==> src/sv/dcm_pkg.sv <==
// Shared types, constants and arithmetic helpers for the discrete DC motor model.
// Used by every module of the block; depends on nothing else.
package dcm_pkg;

    localparam int Q_W           = 32;
    localparam int LIMIT_W       = 31;
    localparam int DIGIT_W       = 4;
    localparam int FRAC_BITS_DEF = 16;
    localparam int CFG_IDX_W     = 3;
    localparam int STEP_W        = 3;

    localparam logic [LIMIT_W-1:0] DRIVE_LIMIT_RST = LIMIT_W'(65536);

    typedef enum logic [CFG_IDX_W-1:0] {
        CFG_MODEL_MODE  = 3'd0,
        CFG_DRIVE_LIMIT = 3'd1,
        CFG_COEF_A0     = 3'd2,
        CFG_COEF_A1     = 3'd3,
        CFG_COEF_A2     = 3'd4,
        CFG_COEF_B0     = 3'd5,
        CFG_COEF_B1     = 3'd6,
        CFG_COEF_B2     = 3'd7
    } cfg_idx_t;

    typedef enum logic [STEP_W-1:0] {
        STEP_A2 = 3'd0,
        STEP_A1 = 3'd1,
        STEP_A0 = 3'd2,
        STEP_B2 = 3'd3,
        STEP_B1 = 3'd4,
        STEP_B0 = 3'd5
    } step_t;

    typedef enum logic [1:0] {
        ST_IDLE = 2'd0,
        ST_MUL  = 2'd1,
        ST_HOLD = 2'd2
    } seq_state_t;

    typedef struct packed {
        logic                    model_mode;
        logic [LIMIT_W-1:0]      drive_limit;
        logic signed [Q_W-1:0]   coef_a0;
        logic signed [Q_W-1:0]   coef_a1;
        logic signed [Q_W-1:0]   coef_a2;
        logic signed [Q_W-1:0]   coef_b0;
        logic signed [Q_W-1:0]   coef_b1;
        logic signed [Q_W-1:0]   coef_b2;
    } cfg_t;

    // Arithmetic right shift of a full product, then saturation to 32 bits.
    function automatic logic signed [Q_W-1:0] qscale_sat(
        input logic signed [2*Q_W-1:0] p,
        input int                      frac
    );
        logic signed [2*Q_W-1:0] s;
        begin
            s = p >>> frac;
            if (s[2*Q_W-1:Q_W-1] == '0 || s[2*Q_W-1:Q_W-1] == '1)
                qscale_sat = s[Q_W-1:0];
            else if (s[2*Q_W-1])
                qscale_sat = {1'b1, {(Q_W-1){1'b0}}};
            else
                qscale_sat = {1'b0, {(Q_W-1){1'b1}}};
        end
    endfunction

    // Saturation of a widened sum to 32 bits.
    function automatic logic signed [Q_W-1:0] sum_sat(input logic signed [Q_W+1:0] v);
        begin
            if (v[Q_W+1:Q_W-1] == '0 || v[Q_W+1:Q_W-1] == '1)
                sum_sat = v[Q_W-1:0];
            else if (v[Q_W+1])
                sum_sat = {1'b1, {(Q_W-1){1'b0}}};
            else
                sum_sat = {1'b0, {(Q_W-1){1'b1}}};
        end
    endfunction

    // Symmetric clamp to plus or minus the drive limit.
    function automatic logic signed [Q_W-1:0] clamp_lim(
        input logic signed [Q_W-1:0] v,
        input logic [LIMIT_W-1:0]    lim
    );
        logic signed [Q_W:0] vx;
        logic signed [Q_W:0] lx;
        logic signed [Q_W:0] nx;
        begin
            vx = {v[Q_W-1], v};
            lx = {2'b00, lim};
            nx = -lx;
            if (vx >= lx)
                clamp_lim = lx[Q_W-1:0];
            else if (vx <= nx)
                clamp_lim = nx[Q_W-1:0];
            else
                clamp_lim = v;
        end
    endfunction

endpackage

==> src/sv/dcm_serial_mul.sv <==
// Digit-serial signed 32 x 32 multiplier giving the full 64-bit product.
// The multiplier operand is consumed one 4-bit digit per cycle; uses dcm_pkg.
module dcm_serial_mul (
    input  logic                             clk,
    input  logic                             rst_n,
    input  logic                             start,
    input  logic signed [dcm_pkg::Q_W-1:0]   op_a,
    input  logic signed [dcm_pkg::Q_W-1:0]   op_b,
    output logic                             done,
    output logic signed [2*dcm_pkg::Q_W-1:0] product
);
    import dcm_pkg::*;

    localparam int STEPS = Q_W / DIGIT_W;
    localparam int CNT_W = $clog2(STEPS);
    localparam int TW    = Q_W + DIGIT_W + 1;
    localparam int HW    = Q_W + DIGIT_W + 2;

    logic signed [Q_W-1:0]  a_reg, a_next;
    logic [Q_W-1:0]         b_reg, b_next;
    logic signed [HW-1:0]   hi_reg, hi_next;
    logic [Q_W-1:0]         lo_reg, lo_next;
    logic [CNT_W-1:0]       cnt_reg, cnt_next;
    logic                   busy_reg, busy_next;
    logic                   done_reg, done_next;

    logic                   last_digit;
    logic signed [DIGIT_W:0] digit_s;
    logic signed [TW-1:0]   term;
    logic signed [HW-1:0]   sum;

    always_comb
    begin
        last_digit = (cnt_reg == CNT_W'(STEPS - 1));
        if (last_digit)
            digit_s = {b_reg[DIGIT_W-1], b_reg[DIGIT_W-1:0]};
        else
            digit_s = {1'b0, b_reg[DIGIT_W-1:0]};
        term = TW'(a_reg) * TW'(digit_s);
        sum  = hi_reg + {{(HW-TW){term[TW-1]}}, term};

        a_next    = a_reg;
        b_next    = b_reg;
        hi_next   = hi_reg;
        lo_next   = lo_reg;
        cnt_next  = cnt_reg;
        busy_next = busy_reg;
        done_next = 1'b0;
        if (start)
        begin
            a_next    = op_a;
            b_next    = op_b;
            hi_next   = '0;
            lo_next   = '0;
            cnt_next  = '0;
            busy_next = 1'b1;
        end
        else if (busy_reg)
        begin
            hi_next  = sum >>> DIGIT_W;
            lo_next  = {sum[DIGIT_W-1:0], lo_reg[Q_W-1:DIGIT_W]};
            b_next   = b_reg >> DIGIT_W;
            cnt_next = cnt_reg + CNT_W'(1);
            if (last_digit)
            begin
                busy_next = 1'b0;
                done_next = 1'b1;
            end
        end
    end

    always_ff @(posedge clk or negedge rst_n)
    begin
        if (!rst_n)
        begin
            busy_reg <= 1'b0;
            done_reg <= 1'b0;
            cnt_reg  <= '0;
        end
        else
        begin
            busy_reg <= busy_next;
            done_reg <= done_next;
            cnt_reg  <= cnt_next;
        end
    end

    always_ff @(posedge clk)
    begin
        a_reg  <= a_next;
        b_reg  <= b_next;
        hi_reg <= hi_next;
        lo_reg <= lo_next;
    end

    assign done    = done_reg;
    assign product = {hi_reg[Q_W-1:0], lo_reg};

endmodule

==> src/sv/dcm_seq.sv <==
// Sequencer for the six products of one tick, with accumulator and motor state.
// Uses dcm_pkg and one dcm_serial_mul instance.
module dcm_seq #(
    parameter int FRAC_BITS = dcm_pkg::FRAC_BITS_DEF
) (
    input  logic                           clk,
    input  logic                           rst_n,
    input  dcm_pkg::cfg_t                  cfg,
    input  logic                           clear_state,
    input  logic                           start,
    input  logic signed [dcm_pkg::Q_W-1:0] cmd,
    input  logic signed [dcm_pkg::Q_W-1:0] load,
    output logic                           idle,
    output logic                           res_valid,
    input  logic                           res_take,
    output logic signed [dcm_pkg::Q_W-1:0] res
);
    import dcm_pkg::*;

    seq_state_t            state_reg, state_next;
    step_t                 step_reg, step_next;
    logic                  mul_start_reg, mul_start_next;
    logic signed [Q_W-1:0] cmd_reg, cmd_next;
    logic signed [Q_W-1:0] load_reg, load_next;
    logic signed [Q_W-1:0] acc_reg, acc_next;
    logic signed [Q_W-1:0] cur_reg, cur_next;
    logic signed [Q_W-1:0] res_reg, res_next;
    logic signed [Q_W-1:0] last_cur_reg, last_cur_next;
    logic signed [Q_W-1:0] last_spd_reg, last_spd_next;

    logic                    fwd;
    logic signed [Q_W-1:0]   mul_a;
    logic signed [Q_W-1:0]   mul_b;
    logic                    mul_done;
    logic signed [2*Q_W-1:0] mul_p;
    logic signed [Q_W-1:0]   q;
    logic                    add_q;
    logic signed [Q_W+1:0]   sum_w;
    logic signed [Q_W-1:0]   sum_s;

    dcm_serial_mul u_mul (
        .clk     (clk),
        .rst_n   (rst_n),
        .start   (mul_start_reg),
        .op_a    (mul_a),
        .op_b    (mul_b),
        .done    (mul_done),
        .product (mul_p)
    );

    assign fwd = cfg.model_mode;

    always_comb
    begin
        unique case (step_reg)
            STEP_A2:
            begin
                mul_a = cfg.coef_a2;
                mul_b = fwd ? last_cur_reg : load_reg;
            end
            STEP_A1:
            begin
                mul_a = cfg.coef_a1;
                mul_b = fwd ? last_spd_reg : cmd_reg;
            end
            STEP_A0:
            begin
                mul_a = cfg.coef_a0;
                mul_b = fwd ? clamp_lim(cmd_reg, cfg.drive_limit) : last_spd_reg;
            end
            STEP_B2:
            begin
                mul_a = cfg.coef_b2;
                mul_b = fwd ? last_spd_reg : cmd_reg;
            end
            STEP_B1:
            begin
                mul_a = cfg.coef_b1;
                mul_b = cur_reg;
            end
            STEP_B0:
            begin
                mul_a = cfg.coef_b0;
                mul_b = fwd ? load_reg : last_cur_reg;
            end
            default:
            begin
                mul_a = '0;
                mul_b = '0;
            end
        endcase
    end

    always_comb
    begin
        q     = qscale_sat(mul_p, FRAC_BITS);
        add_q = (step_reg == STEP_A1 && !fwd) || (step_reg == STEP_A0 && fwd)
                || (step_reg == STEP_B1);
        if (add_q)
            sum_w = {{2{acc_reg[Q_W-1]}}, acc_reg} + {{2{q[Q_W-1]}}, q};
        else
            sum_w = {{2{acc_reg[Q_W-1]}}, acc_reg} - {{2{q[Q_W-1]}}, q};
        sum_s = sum_sat(sum_w);
    end

    always_comb
    begin
        state_next     = state_reg;
        step_next      = step_reg;
        mul_start_next = 1'b0;
        cmd_next       = cmd_reg;
        load_next      = load_reg;
        acc_next       = acc_reg;
        cur_next       = cur_reg;
        res_next       = res_reg;
        last_cur_next  = last_cur_reg;
        last_spd_next  = last_spd_reg;

        unique case (state_reg)
            ST_IDLE:
            begin
                if (start)
                begin
                    cmd_next       = cmd;
                    load_next      = load;
                    step_next      = STEP_A2;
                    mul_start_next = 1'b1;
                    state_next     = ST_MUL;
                end
            end
            ST_MUL:
            begin
                if (mul_done)
                begin
                    if (step_reg == STEP_A2 || step_reg == STEP_B2)
                        acc_next = q;
                    else
                        acc_next = sum_s;
                    if (step_reg == STEP_A0)
                        cur_next = sum_s;
                    if (step_reg == STEP_B0)
                    begin
                        last_cur_next = cur_reg;
                        last_spd_next = fwd ? sum_s : cmd_reg;
                        res_next      = fwd ? sum_s : clamp_lim(sum_s, cfg.drive_limit);
                        state_next    = ST_HOLD;
                    end
                    else
                    begin
                        step_next      = step_t'(step_reg + STEP_W'(1));
                        mul_start_next = 1'b1;
                    end
                end
            end
            ST_HOLD:
            begin
                if (res_take)
                    state_next = ST_IDLE;
            end
            default:
            begin
                state_next = ST_IDLE;
            end
        endcase

        if (clear_state)
        begin
            last_cur_next = '0;
            last_spd_next = '0;
        end
    end

    always_ff @(posedge clk or negedge rst_n)
    begin
        if (!rst_n)
        begin
            state_reg     <= ST_IDLE;
            step_reg      <= STEP_A2;
            mul_start_reg <= 1'b0;
            last_cur_reg  <= '0;
            last_spd_reg  <= '0;
        end
        else
        begin
            state_reg     <= state_next;
            step_reg      <= step_next;
            mul_start_reg <= mul_start_next;
            last_cur_reg  <= last_cur_next;
            last_spd_reg  <= last_spd_next;
        end
    end

    always_ff @(posedge clk)
    begin
        cmd_reg  <= cmd_next;
        load_reg <= load_next;
        acc_reg  <= acc_next;
        cur_reg  <= cur_next;
        res_reg  <= res_next;
    end

    assign idle      = (state_reg == ST_IDLE);
    assign res_valid = (state_reg == ST_HOLD);
    assign res       = res_reg;

endmodule

==> config.mk <==
export PLATFORM = sky130hd
export DESIGN_NAME = dcm_seq
export DESIGN_NICKNAME = d
export VERILOG_FILES = /design/src/sv/dcm_pkg.sv /design/src/sv/dcm_serial_mul.sv /design/src/sv/dcm_seq.sv
export SDC_FILE = /design/constraint.sdc
export NUM_CORES = 1
export LEC_CHECK = 0
export BUFFER_PORTS_ARGS = -buffer_cell sky130_fd_sc_hd__buf_2
export CAP_MARGIN = 15
export CORE_UTILIZATION = 33
export DETAILED_ROUTE_END_ITERATION = 16
export PLACE_DENSITY = 0.52
export SLEW_MARGIN = 20
export SYNTH_ARGS = -nofsm -noshare
export SYNTH_HDL_FRONTEND = slang
export SYNTH_SLANG_ARGS = --single-unit
==> constraint.sdc <==
create_clock -name clk -period 7.3 [get_ports clk]
set_input_delay 1.46 -clock clk [delete_from_list [all_inputs] [get_ports clk]]
set_output_delay 1.46 -clock clk [all_outputs]
set_load 0.01 [all_outputs]
## Word-level counts from Yosys, hierarchy flattened

Index checks and enable logic that the tools add are counted.

| word-level totals | value |
|---|---|
| RAM bits | 0 |
| bits in read-only memories | 0 |
| output and inout port bits | 34 |
| memories kept | 0 |
| word-level logic and storage cells | 118 |
| bits of input ports | 293 |
| bits in latches | 0 |
| register bits | 365 |

| operators by class | value |
|---|---|
| shift operators | 0 |
| equal/unequal tests | 15 |
| muxes and demuxes | 50 |
| magnitude comparators | 4 |
| divide/modulo/power cells | 0 |
| bitwise gates (word level) | 0 |
| multiply operators | 1 |
| add/subtract/negate cells | 6 |
| reduce and logical (&&, ||, !) cells | 25 |

Operators by type and width:

| kind | number |
|---|---|
| 2-to-1 mux 32 bit | 25 |
| one-hot mux 32 bit (6 select lines) | 1 |
| one-hot mux 32 bit (5 select lines) | 1 |
| <= comparator 32 x 33 -> 1 bit | 2 |
| >= comparator 32 bit | 2 |
| adder 34 x 37 -> 38 bit | 1 |
| multiplier 32 x 5 -> 37 bit | 1 |
| 2-to-1 mux 34 bit | 1 |
| adder 32 x 32 -> 33 bit | 1 |
| equality test 33 bit (second input constant) | 1 |
| logical NOT 33 bit | 1 |
| negator 31 -> 33 bit | 1 |
| subtractor 32 x 32 -> 33 bit | 1 |
| 2-to-1 mux 3 bit | 5 |
| equality test 3 bit (second input constant) | 4 |
| nonzero test 2 bit | 5 |
| 2-to-1 mux 1 bit | 9 |
| AND reduction 3 bit | 3 |
| 2-to-1 mux 2 bit | 4 |
| AND reduction 4 bit | 2 |
| adder 3 x 1 -> 3 bit (second input constant) | 2 |
| equality test 3 x 2 -> 1 bit (second input constant) | 2 |
| logical NOT 3 bit | 2 |
| inequality test 2 bit (second input constant) | 3 |
| other kinds (14) | 21 |

## Longest topological paths before layout

| logic depth | value |
|---|---|
| depth in word-level cells | 13 |
| depth in mapped cells | 39 |
| depth with buffers taken out | 33 |

## Modules after synthesis

A second synthesis with hierarchy kept.

| second synthesis, totals | value |
|---|---|
| cells, all modules | 3390 |
| area, all modules | 31786.7 µm² |

Modules (own cells, without submodules):

| module | instances | area each (µm²) | cells each | seq. area each (µm²) |
|---|---|---|---|---|
| dcm_seq | 1 | 19921.6 | 2206 | 6556.3 |
| dcm_serial_mul | 1 | 11865.1 | 1184 | 3368.2 |

## Worst setup path before layout

No wires, ideal clock.

| path | value |
|---|---|
| path type | input port to flip-flop |
| from | input port cfg[223] (netlist name) |
| to | register res_reg[28] (netlist: res[28]) (data pin) |
| arrival | 7.943 ns |
| path slack | -0.918 ns |
| stages on the path | 31 |
| data required time | 7.024 ns |
| buffers on the path | 7 |
| library setup time | 0.276 ns |
| cell sequence | clkbuf_1 -> mux2i_1 -> o21a_1 -> clkbuf_1 -> clkbuf_1 -> o21ai_0 -> mux2_2 -> ha_1 -> a211oi_1 -> o211ai_1 -> a311oi_1 -> o32ai_1 -> or4_1 -> clkbuf_1 -> nand2_1 -> buf_1 -> a31oi_1 -> o21ai_0 -> inv_1 -> ha_1 -> nand4_1 -> or4_1 -> a211oi_1 -> o31ai_1 -> o31ai_1 -> a21oi_2 -> nand3_1 -> and2_1 -> clkbuf_1 -> buf_4 -> o221ai_1 |

| between the ends | value |
|---|---|
| cells in the longest elaborated chain, start to end | 12 |
| elaborated cells between the ends (all ways) | 16 |
| those cells by class | 2 x order compare; 1 x eq/ne; 6 x mux; 7 x reduce/logical |

Ends and longest elaborated chain:

| item | line | source |
|---|---|---|
| start: declaration | dcm_seq.sv:8 | `input dcm_pkg::cfg_t cfg,` |
| logical NOT 1 bit | dcm_seq.sv:97 | `add_q = (step_reg == STEP_A1 && !fwd) \|\| (step_reg == STEP_A0 && fwd)` |
| logical AND 1 bit | dcm_seq.sv:97 |  |
| logical OR 1 bit (*) | dcm_seq.sv:97 |  |
| logical OR 1 bit (*) | dcm_seq.sv:98 | `\|\| (step_reg == STEP_B1);` |
| 2-to-1 mux 34 bit (*) | dcm_seq.sv:99 | `if (add_q)` |
| equality test 3 bit / logical NOT 3 bit (equally long branches) | dcm_pkg.sv:71 | `if (v[Q_W+1:Q_W-1] == '0 \|\| v[Q_W+1:Q_W-1] == '1)` |
| logical OR 1 bit | dcm_pkg.sv:71 |  |
| 2-to-1 mux 32 bit (*) | dcm_pkg.sv:71 |  |
| net sum_s[30] | dcm_seq.sv:39 | `logic signed [Q_W-1:0] sum_s;` |
| <= comparator 32 x 33 -> 1 bit | dcm_pkg.sv:94 | `else if (vx <= nx)` |
| 2-to-1 mux 32 bit | dcm_pkg.sv:94 |  |
| 2-to-1 mux 32 bit (*) | dcm_pkg.sv:92 | `if (vx >= lx)` |
| 2-to-1 mux 32 bit (*) | dcm_seq.sv:145 | `res_next = fwd ? sum_s : clamp_lim(sum_s, cfg.drive_limit);` |
| end signal: assignment | dcm_seq.sv:199 | `res_reg <= res_next;` |
| end: declaration | dcm_seq.sv:27 | `logic signed [Q_W-1:0] res_reg, res_next;` |

The timed path passes the listed nets; every way through them passes the cells marked *.
A chain may end at the register's enable or synchronous reset.

## Final worst setup path

| path | value |
|---|---|
| from | input port cfg[223] (netlist name) |
| to | register res_reg[22] (netlist: res[22]) (data pin) |

The elaborated chain is that of the path after synthesis.

==> results.json <==
{
  "status": "finished with violations",
  "violations": "setup timing",
  "vias": 29800,
  "maxCapViolations": 0,
  "clock_path_buffers": 3,
  "required_ns": 7.69,
  "gr-usage-met3_pct": 3.18,
  "fin_crit_ns": 7.38,
  "die_h_um": 304,
  "multiInputGateArea_sq_um": 20100,
  "cts_tree": "yes",
  "vias_per_cell": 5.73,
  "grt_util_all_layers_pct": 27.9,
  "critPathMaxFanout": 8,
  "syn_area_per_cell_sq_um": 9.20,
  "top_usage_layer": "met2",
  "yosysUniqueCellTypes": 90,
  "drtIter0Drc": 2866,
  "fin_ws_ns": -0.0807,
  "timing.fmax_ghz": 0.135,
  "dr.pass1.iters": 9,
  "io_buffers": 326,
  "max_slew_margin_pct": 26.4,
  "reg2reg_slack_ns": -0.06,
  "async_reset_ff_share_pct": 21.5,
  "drt-total-wl_um": 133000,
  "grt_pass1_vias": 28900,
  "seqCellArea_sq_um": 9620,
  "synth_top_cell_by_area": "edfxtp_1",
  "setup_tns_ns": -1.30,
  "clkTransAtPathRegs_ns": 0.06,
  "worst-slew-pin-transition_ns": 1.10,
  "ys_seq_area_share_pct": 31.8,
  "cts_root_buf": "clkbuf_16",
  "syn_area_sq_um": 30200,
  "finalHoldViolCount": 0,
  "synth_fp_nets": 3951,
  "drive_above_1_share_pct": 29.9,
  "cp_slowest_cell": "or4_4",
  "antenna_found_initial": 12,
  "drtAntennaViolNets": 0,
  "worst_setup_path_end_kind": "flop",
  "synth_edf_count": 224,
  "syn_inst": 3283,
  "clock_latency_ns": 0.65,
  "start_util_pct": 33.4,
  "grt_max_degree": 67,
  "ys_warn_count": 0,
  "largest_reg_flops": 34,
  "worst_setup_path_start_kind": "primary input",
  "fillers": 8957,
  "nets": 4647,
  "holdCritPathClass": "flop to flop",
  "die_w_um": 304,
  "rsz0062_at_grt": "yes",
  "drc_errors": 0,
  "area_growth_pct": 30.0,
  "ios": 327,
  "overflow": 0,
  "post-route-period-util_pct": 101,
  "setup_violations": 30,
  "skew_ns": 0.0609,
  "cp.arrival_ns": 7.77,
  "htreeDepth": 2,
  "cts.sinks": 349,
  "dieArea_sq_um": 92700,
  "synth_area_leaders": "edfxtp_1 22%, ha_1 9.9%, fa_1 9.0%, dfrtp_1 6.2%, nand2_1 4.5%",
  "grt.met2_usage_pct": 45.3,
  "grt_pass1_wl_um": 194000,
  "synth.top_cell.area_share_pct": 22.3,
  "numCtsBuffers": 44,
  "synth-seq-cells": 349,
  "slowest_delay_ns": 0.58,
  "crit_type": "primary input to flop",
  "gp_congestion": 1.01,
  "synthFlopType": "edfxtp_1",
  "coreArea_sq_um": 90300,
  "post-dp-hpwl_um": 104000,
  "routedWlPerCell_um": 25.7,
  "met1_usage_pct": 36.4,
  "final_max_slew_viol_count": 0,
  "row_count": 110,
  "crit_top_cell": "buf_4"
}
[metrics by stage]
stage	instances	hold WS (ns)	util (%)	area (sq um)	worst slack, ns
after floorplan	3283	0.442	-	30400	0.00723
after global placement	5066	0.508	40.3	36400	-1.01
after detailed placement	5067	0.514	40.3	36400	-1.09
after CTS	5173	0.534	42.7	38600	-0.0127
after global routing	5191	0.548	43.5	39300	-0.281
final	5194	0.536	43.5	39300	-0.0807
[cells by family after synthesis]
kind of cell	after synthesis	synth area share [%]
buf+inv	409	5.26
simple gates	977	15.4
compound gates	969	22.0
xor+xnor	84	2.44
flops	349	31.8
mux	111	3.90
fa+ha+maj	384	19.2
[critical path: cells and delay by family]
kind / cells / cell delay, ns
AOI/OAI and AO/OA: 13 / 3.11
and+or+nand+nor: 8 / 1.67
buffers and inverters: 7 / 0.96
adders and majority gates: 2 / 0.45
muxes: 1 / 0.12
[what timing repair did]
item | 4_1_cts | 5_1_grt
pin swaps | 48 | 61
hold buffers | 0 | 0
endpoints found under the setup margin | 32 | 32
hold endpoints to repair | 0 | 0
gates resized for setup | 122 | 109
setup buffers | 25 | 20
[layout by cell type (no fill, tap or decap), types with 20 or more instances in the layout]
| cell type | n |
|---|---|
| buf_4 | 479 |
| inv_1 | 204 |
| fa_1 | 135 |
| a222oi_1 | 36 |
| mux2_2 | 53 |
| buf_2 | 325 |
| nor4_1 | 21 |
| a22oi_1 | 45 |
| nor3_1 | 42 |
| xnor2_1 | 65 |
| o221ai_1 | 22 |
| nor2_1 | 202 |
| or2_2 | 40 |
| a21o_1 | 46 |
| ha_1 | 225 |
| a31oi_1 | 48 |
| nand2_1 | 358 |
| edfxtp_1 | 224 |
| clkbuf_16 | 45 |
| buf_6 | 29 |
| mux2i_1 | 58 |
| a221oi_1 | 101 |
| a21oi_1 | 202 |
| and2_1 | 72 |
| dfxtp_1 | 42 |
| a211oi_1 | 25 |
| o21ai_0 | 164 |
| nand3_1 | 48 |
| a22o_1 | 26 |
| nand4_1 | 37 |
| dfrtp_1 | 72 |
| o21ai_1 | 20 |
[final timing paths]
path	startpoint	end	depth (start not counted)
max	cfg[223]	res[22]	31
min	u_mul.b_reg[15]	u_mul.b_reg[11]	1
max reg2reg	u_mul.hi_reg[22]	res[22]	35
min reg2reg	u_mul.b_reg[15]	u_mul.b_reg[11]	1
max in group asynchronous	rst_n	mul_start_reg	2
min in group asynchronous	rst_n	last_spd_reg[3]	1
[cells in the mapped netlist (75+ instances only)]
library cell and count:
a21oi_1 218, a221oi_1 103, and2_1 77, clkbuf_1 157
dfrtp_1 75, edfxtp_1 224, fa_1 135, ha_1 240
inv_1 214, nand2_1 363, nor2_1 214, o21ai_0 195
[per-layer routing]
metal | part of all wire (%) | routed length, um
met1 | 41 | 55100
met2 | 47 | 62400
met3 | 6.1 | 8100
met4 | 5.8 | 7710
met5 | 0.0098 | 13
[layout make-up]
class / count / area share (%)
clock buffer: 69 / 3.33
sequential: 349 / 24.5
timing repair buffer: 841 / 14.6
multi-input combinational: 2525 / 51.3
clock inverter: 13 / 0.408
antenna: 3 / 0.0191
inverter: 218 / 2.11
tap: 1176 / 3.75
Power is left out: the tool's default activity adds up to more than one toggle a clock period on the data nets, which glitch-free logic cannot reach.
